## config.mk

```make
export PLATFORM = sky130hd
export DESIGN_NAME = alternating_led_crossfade_color_top
export DESIGN_NICKNAME = d
export VERILOG_FILES = /design/src/hw/rtl/alec_pkg.sv /design/src/hw/rtl/alec_front.sv /design/src/hw/rtl/alec_blend_ch.sv /design/src/hw/rtl/alec_scale_ch.sv /design/src/hw/rtl/alternating_led_crossfade_color_top.sv
export SDC_FILE = /design/constraint.sdc
export NUM_CORES = 2
export LEC_CHECK = 0
export BUFFER_PORTS_ARGS = -buffer_cell sky130_fd_sc_hd__buf_2
export CELL_PAD_IN_SITES_DETAIL_PLACEMENT = 2
export CELL_PAD_IN_SITES_GLOBAL_PLACEMENT = 2
export CORE_AREA = 2 2 289 405
export CTS_CLUSTER_SIZE = 28
export DETAILED_ROUTE_END_ITERATION = 8
export DIE_AREA = 0 0 291 407
export GPL_TIMING_DRIVEN = 0
export PLACE_DENSITY_LB_ADDON = 0.2
export SYNTH_ARGS = -nofsm -noshare
export SYNTH_HDL_FRONTEND = slang
export SYNTH_SLANG_ARGS = --single-unit
```

## constraint.sdc

```tcl
create_clock -name clk -period 11.9 [get_ports clk]
set_input_delay 0 -clock clk [delete_from_list [all_inputs] [get_ports clk]]
set_output_delay 0 -clock clk [all_outputs]
set_load 0.03 [all_outputs]
```

## src/hw/rtl/alec_pkg.sv

```systemverilog
// ---------------------------------------------------------------------------
// alec_pkg: shared definitions for the alternating LED crossfade color block
// Q16 constants, register indexes and the packed color layout.
// ---------------------------------------------------------------------------
`default_nettype none

package alec_pkg;

	localparam int unsigned PROG_W    = 18;  // signed Q16 progress
	localparam int unsigned BLEND_W   = 17;  // blend factor 0..65536
	localparam int unsigned CHAN_W    = 8;
	localparam int unsigned COLOR_W   = 24;
	localparam int unsigned CFG_IDX_W = 2;

	localparam logic [16:0] Q_ONE        = 17'd65536;
	localparam logic [16:0] Q_HALF       = 17'd32768;
	localparam int unsigned FADE_PERCENT = 20;
	localparam int unsigned FADE_MUL     = 100 / FADE_PERCENT;
	localparam int unsigned FADE_HOLD    = (100 - FADE_PERCENT) / FADE_PERCENT;
	localparam logic [18:0] FADE_OFS     = 19'(65536 * FADE_HOLD);
	localparam logic [7:0]  FULL_SCALE   = 8'd255;

	typedef logic [COLOR_W-1:0] color_t;
	typedef logic [CHAN_W-1:0]  chan_t;
	typedef logic [BLEND_W-1:0] blend_t;

	typedef enum logic [CFG_IDX_W-1:0] {
		REG_PRIMARY   = 2'd0,
		REG_SECONDARY = 2'd1,
		REG_SEC_EN    = 2'd2,
		REG_BRIGHT    = 2'd3
	} cfg_reg_t;

	// Channel k of a packed color: 0 red, 1 green, 2 blue.
	function automatic chan_t color_chan(input color_t c, input int unsigned k);
		chan_t r;
		r = c[(COLOR_W - CHAN_W * (k + 1)) +: CHAN_W];
		return r;
	endfunction

endpackage

`default_nettype wire

```

## src/hw/rtl/alec_front.sv

```systemverilog
// ---------------------------------------------------------------------------
// alec_front: progress clamp, phase and blend factor (stage 1)
// Clamps signed Q16 progress to 0..1 and derives the phase and the Q16 blend.
// ---------------------------------------------------------------------------
`default_nettype none

module alec_front (
	input  wire logic                           clk,
	input  wire logic [alec_pkg::PROG_W-1:0]    progress,
	output logic                                phase_s1,
	output alec_pkg::blend_t                    blend_s1
);
	import alec_pkg::*;

	logic [16:0] p;
	logic        phase;
	logic [15:0] sp;
	logic [16:0] s;
	logic [18:0] s5;
	blend_t      blend;

	always_comb begin
		if (progress[PROG_W-1]) begin
			p = '0;
		end else if (progress[PROG_W-2:0] > Q_ONE) begin
			p = Q_ONE;
		end else begin
			p = progress[16:0];
		end
		phase = (p >= Q_HALF);
		sp    = phase ? 16'(p - Q_HALF) : p[15:0];
		s     = {sp, 1'b0};
		s5    = ({2'b00, s} << 2) + {2'b00, s};
		// The fade only runs over the last part of each phase.
		if (s5 > FADE_OFS) begin
			blend = BLEND_W'(s5 - FADE_OFS);
		end else begin
			blend = '0;
		end
	end

	always_ff @(posedge clk) begin
		phase_s1 <= phase;
		blend_s1 <= blend;
	end

endmodule

`default_nettype wire

```

## src/hw/rtl/alec_blend_ch.sv

```systemverilog
// ---------------------------------------------------------------------------
// alec_blend_ch: one channel of the crossfade (stage 2)
// Computes from + floor((to - from) * blend / 65536).
// ---------------------------------------------------------------------------
`default_nettype none

module alec_blend_ch (
	input  wire logic             clk,
	input  wire alec_pkg::chan_t  from_ch,
	input  wire alec_pkg::chan_t  to_ch,
	input  wire alec_pkg::blend_t blend,
	output alec_pkg::chan_t       ch_s2
);
	import alec_pkg::*;

	logic signed [8:0]  diff;
	logic signed [25:0] prod;
	logic [9:0]         sum;

	always_comb begin
		diff = $signed({1'b0, to_ch}) - $signed({1'b0, from_ch});
		prod = diff * $signed({1'b0, blend[15:0]});
		// The arithmetic shift gives the floor towards minus infinity.
		sum  = {2'b00, from_ch} + 10'(prod >>> 16);
	end

	always_ff @(posedge clk) begin
		if (blend[BLEND_W-1]) begin
			ch_s2 <= to_ch;
		end else begin
			ch_s2 <= sum[7:0];
		end
	end

endmodule

`default_nettype wire

```

## src/hw/rtl/alec_scale_ch.sv

```systemverilog
// ---------------------------------------------------------------------------
// alec_scale_ch: brightness scaling of one channel (stages 3 and 4)
// Multiplies by brightness, then divides by 255 with truncation.
// ---------------------------------------------------------------------------
`default_nettype none

module alec_scale_ch (
	input  wire logic             clk,
	input  wire alec_pkg::chan_t  ch,
	input  wire alec_pkg::chan_t  bright,
	output alec_pkg::chan_t       ch_s4
);
	import alec_pkg::*;

	logic [15:0] prod_s3;
	logic [16:0] quo;

	always_ff @(posedge clk) begin
		prod_s3 <= ch * bright;
	end

	// Exact floor(x / 255) for any x up to 65025, the largest product of two channels.
	always_comb begin
		quo = {1'b0, prod_s3} + 17'(prod_s3 >> 8) + 17'd1;
	end

	always_ff @(posedge clk) begin
		ch_s4 <= quo[15:8];
	end

endmodule

`default_nettype wire

```

## src/hw/rtl/alternating_led_crossfade_color_top.sv

```systemverilog
// The start transfer reaches the done strobe through the stage valid registers valid_s1 to valid_s4.
// Throughput: one item per cycle; busy is always low and the receiver cannot stall.
// Four register stages: clamp and blend factor, channel blend multiply,
// brightness multiply, divide by 255 into the output registers.
// Reset clears the stage valid bits and loads the register defaults
// (colors black, secondary disabled, brightness 255).
// ---------------------------------------------------------------------------
// alternating_led_crossfade_color_top: odd/even group crossfade colors
// Configuration registers, stage valid pipeline, phase routing and lanes.
// ---------------------------------------------------------------------------
`default_nettype none

module alternating_led_crossfade_color_top (
	input  wire logic                            clk,
	input  wire logic                            arst_n,
	input  wire logic                            cfg_we,
	input  wire logic [alec_pkg::CFG_IDX_W-1:0]  cfg_index,
	input  wire logic [alec_pkg::COLOR_W-1:0]    cfg_wdata,
	input  wire logic                            start,
	output logic                                 busy,
	input  wire logic [alec_pkg::PROG_W-1:0]     progress,
	output logic                                 done,
	output logic [7:0]                           odd_red,
	output logic [7:0]                           odd_green,
	output logic [7:0]                           odd_blue,
	output logic [7:0]                           even_red,
	output logic [7:0]                           even_green,
	output logic [7:0]                           even_blue,
	output logic                                 phase
);
	import alec_pkg::*;

	color_t primary_q;
	color_t secondary_q;
	logic   sec_en_q;
	chan_t  bright_q;

	always_ff @(posedge clk or negedge arst_n) begin
		if (!arst_n) begin
			primary_q   <= '0;
			secondary_q <= '0;
			sec_en_q    <= 1'b0;
			bright_q    <= FULL_SCALE;
		end else if (cfg_we) begin
			unique case (cfg_reg_t'(cfg_index))
				REG_PRIMARY:   primary_q   <= cfg_wdata;
				REG_SECONDARY: secondary_q <= cfg_wdata;
				REG_SEC_EN:    sec_en_q    <= cfg_wdata[0];
				REG_BRIGHT:    bright_q    <= cfg_wdata[CHAN_W-1:0];
				default:       ;
			endcase
		end
	end

	assign busy = 1'b0;

	logic valid_s1, valid_s2, valid_s3, valid_s4;
	logic phase_s1, phase_s2, phase_s3, phase_s4;

	always_ff @(posedge clk or negedge arst_n) begin
		if (!arst_n) begin
			valid_s1 <= 1'b0;
			valid_s2 <= 1'b0;
			valid_s3 <= 1'b0;
			valid_s4 <= 1'b0;
		end else begin
			valid_s1 <= start && !busy;
			valid_s2 <= valid_s1;
			valid_s3 <= valid_s2;
			valid_s4 <= valid_s3;
		end
	end

	always_ff @(posedge clk) begin
		phase_s2 <= phase_s1;
		phase_s3 <= phase_s2;
		phase_s4 <= phase_s3;
	end

	blend_t blend_s1;

	alec_front u_front (
		.clk      (clk),
		.progress (progress),
		.phase_s1 (phase_s1),
		.blend_s1 (blend_s1)
	);

	color_t sec_color;
	color_t odd_from, odd_to, even_from, even_to;

	// Phase 0 fades odd from primary to secondary, even the other way round.
	always_comb begin
		sec_color = sec_en_q ? secondary_q : '0;
		if (phase_s1) begin
			odd_from  = sec_color;
			odd_to    = primary_q;
			even_from = primary_q;
			even_to   = sec_color;
		end else begin
			odd_from  = primary_q;
			odd_to    = sec_color;
			even_from = sec_color;
			even_to   = primary_q;
		end
	end

	chan_t lane_s2 [6];
	chan_t lane_s4 [6];

	for (genvar k = 0; k < 3; k++) begin : g_lane
		alec_blend_ch u_blend_odd (
			.clk     (clk),
			.from_ch (color_chan(odd_from, k)),
			.to_ch   (color_chan(odd_to, k)),
			.blend   (blend_s1),
			.ch_s2   (lane_s2[k])
		);
		alec_blend_ch u_blend_even (
			.clk     (clk),
			.from_ch (color_chan(even_from, k)),
			.to_ch   (color_chan(even_to, k)),
			.blend   (blend_s1),
			.ch_s2   (lane_s2[k+3])
		);
		alec_scale_ch u_scale_odd (
			.clk    (clk),
			.ch     (lane_s2[k]),
			.bright (bright_q),
			.ch_s4  (lane_s4[k])
		);
		alec_scale_ch u_scale_even (
			.clk    (clk),
			.ch     (lane_s2[k+3]),
			.bright (bright_q),
			.ch_s4  (lane_s4[k+3])
		);
	end

	assign done       = valid_s4;
	assign phase      = phase_s4;
	assign odd_red    = lane_s4[0];
	assign odd_green  = lane_s4[1];
	assign odd_blue   = lane_s4[2];
	assign even_red   = lane_s4[3];
	assign even_green = lane_s4[4];
	assign even_blue  = lane_s4[5];

endmodule

`default_nettype wire

```

==> results by group <==
Outcome
  – Outcome: complete, no violations

CTS
  – CTS H-tree lvls: 1
  – Clk Latency, worst-skew pair: 630 ps
  – CTS sink count: 273
  – Root Driver: clkbuf_16
  – Clock tree buffer depth: 3
  – CTS tree: done
  – CTS clk-pin slew, worst paths: 70 ps
  – CTS buffer count: 28

Timing
  – Final setup violation count: 0
  – Final hold slack: 15.4 ps
  – Clock skew: 58.2 ps
  – Measured slew at the worst slew-check pin: 1400 ps
  – Final critical-path required period: 11610 ps
  – Max_slew headroom: 6.53%
  – F_max: 86.2 MHz
  – Slew Limit Fails: 0
  – Final Cycle Share: 97.5%
  – Fin. Hold Viols: 0

Yosys
  – Synth top area cells: fa_1, ha_1, dfxtp_1
  – Cells after Synth: 5323
  – Dominant synthesized flop cell: dfxtp_1
  – EDFF count, synth: 0
  – Post-synthesis cell type count: 100
  – Top cells by instance count after synthesis: inv_1, fa_1, ha_1
  – Yosys top cell by area: fa_1
  – Mean Syn Cell Area: 9.19 um2
  – Sequential area share after synthesis: 11.8%
  – Net Count, Synth: 6787
  – Post-synth top area share: 31.6%
  – Synthesized area: 48900 um2
  – Most frequent cell after synthesis: inv_1
  – Async SR Flop Fraction: 22.3%
  – Register bit total from synthesis: 273
  – Synth warn: 0

Drt
  – Post-Route WL: 179000 um
  – Via/cell ratio: 5.50
  – Vias: 38500
  – Wirelength per Cell: 25.6 um
  – Initial DRT Pass Iterations: 6
  – DRC violations left: 0
  – Antenna viol nets, final: 0
  – Iter 0 DRT Violations: 1506

Setup path
  – Crit path DAT: 12030 ps
  – CP Launch Type: flip-flop
  – Crit-path slowest cell: xnor2_1
  – Max FO, Critical Path: 10
  – Crit. End Element: flip-flop
  – CP peak stage delay: 890 ps
  – WS Path Type: flip-flop to flip-flop
  – Required @ worst endpoint: 12330 ps

Floorplan
  – IO Pins: 99
  – Die width: 291 um
  – Die H: 407 um
  – Die area: 118000 um2
  – Placeable Area: 115000 um2
  – Row cnt: 147
  – Starting Density: 42.7%

GRT
  – Vias in the first global route: 46000
  – Gr usage total: 30.8%
  – Largest net degree at the start of global routing: 62
  – First-pass GRT wire length: 276000 um
  – GR Overflow Total: 0
  – Antenna violations before repair: 2

Place
  – PortBufs: 97
  – Placed Instances: 6910
  – GPL Wtd Cong: 0.934
  – Final HPWL DP: 151000 um

Finish
  – Area of the multi-input gates: 39300 um2
  – Fillers: 12500
  – Area delta synth->final: 7.83%
  – Register Area: 5780 um2
  – Share of layout cells above drive strength 1: 5.92%
  – Nets@finish: 6953
  – Fin util: 46.0%
  – Non-Filler Instances: 7002

Run
  – Max-cap viol count: 0

Min path
  – HP Class: input port to flip-flop
-- layout make-up --
class                           count  area share (%)
Tap cell                         1490            3.53
Timing Repair Buffer              136            1.66
Inverter                          808            5.75
Buffer                            215            1.63
Multi-Input combinational cell   4027            74.5
Clock buffer                       35            1.43
Antenna cell                        1         0.00474
Clock inverter                     17           0.496
Sequential cell                   273            11.0
-- metal layers --
layer  GRT usage [%]  vias up  share of wire [%]
met4            20.3        2                7.9
met3            2.69      484                2.9
met1            32.1    20100                 36
li1                -    17000                  -
met2            58.8      893                 53
met5               0        -             0.0073
-- cell families (layout without fill, tap and decap cells) --
logic type / Yosys count / after routing / share of synthesized area (%)
buffers and inverters: 1023 / 1211 / 7.94
AOI/OAI and AO/OA: 541 / 541 / 7.47
xor gates and xnor gates: 272 / 272 / 4.91
other: 1 / 2 / 0.00766
adders and majority gates: 1423 / 1423 / 48.2
and+or+nand+nor: 1715 / 1715 / 17.9
muxes: 75 / 75 / 1.71
DFF: 273 / 273 / 11.8
-- cells in the final DEF (no fill, tap or decap), drive strengths merged, types with 76 or more instances in the layout --
master and count:
inv 809, fa 772, ha 644, and2 619, nand2 571, clkbuf 221
xnor2 215, dfxtp 212, nor2 210, a21oi 146, o21ai 139, buf 126
nand2b 76
-- repair_timing --
item                                    CTS  global route
endpoints found under the setup margin   19            14
setup buffers                             0             0
endpoints found under the hold margin   125             0
resized for setup                         6            13
hold buffers                             39             0
pin swaps                                 0             0
-- final timing paths --
path                                          start                                endpoint  slack (ps)  depth (start not counted)
max in group asynchronous                    arst_n               primary_q[16]$_DFFE_PN0P_       11180                          2
max                        u_front.phase_s1$_DFF_P_  g_lane[1].u_blend_odd.ch_s2[7]$_DFF_P_         290                         36
min                                    progress[13]         u_front.blend_s1[16]$_SDFF_PP0_          20                          5
max reg2reg                u_front.phase_s1$_DFF_P_  g_lane[1].u_blend_odd.ch_s2[7]$_DFF_P_         290                         36
min reg2reg                      valid_s1$_DFF_PN0_                      valid_s2$_DFF_PN0_         340                          0
min in group asynchronous                    arst_n                      valid_s3$_DFF_PN0_          70                          2
-- worst max-delay path, delay by kind of cell (launching register included) --
kind,cells,cell delay (ps)
DFF,1,550
xor gates and xnor gates,3,1240
buffers and inverters,13,3190
adders and majority gates,9,3940
and+or+nand+nor,3,340
AOI/OAI and AO/OA,7,1970
muxes,1,110
-- per-stage QoR --
step / area, um2 / setup slack (ps) / setup TNS (ps)
2_1_floorplan: 48900 / 3160 / 0
3_3_place_gp: 51300 / -828 / -3740
3_5_place_dp: 51300 / -1030 / -6830
4_1_cts: 52700 / 41.0 / 0
5_1_grt: 52800 / -35.2 / -35.2
6_report: 52800 / 294 / 0
-- sequential cells by signal, indices dropped and copies added (netlist names), 8 cells and up --
name                         flops
g_lane.u_scale_even.prod_s3     48
g_lane.u_blend_odd.ch_s2        24
g_lane.u_scale_odd.ch_s4        24
bright_q                         8
primary_q                       24
g_lane.u_scale_odd.prod_s3      48
g_lane.u_blend_even.ch_s2       24
g_lane.u_scale_even.ch_s4       24
u_front.blend_s1                16
secondary_q                     24
Power is left out: the tool's default activity adds up to more than one toggle a clock period on the data nets, which glitch-free logic cannot reach.
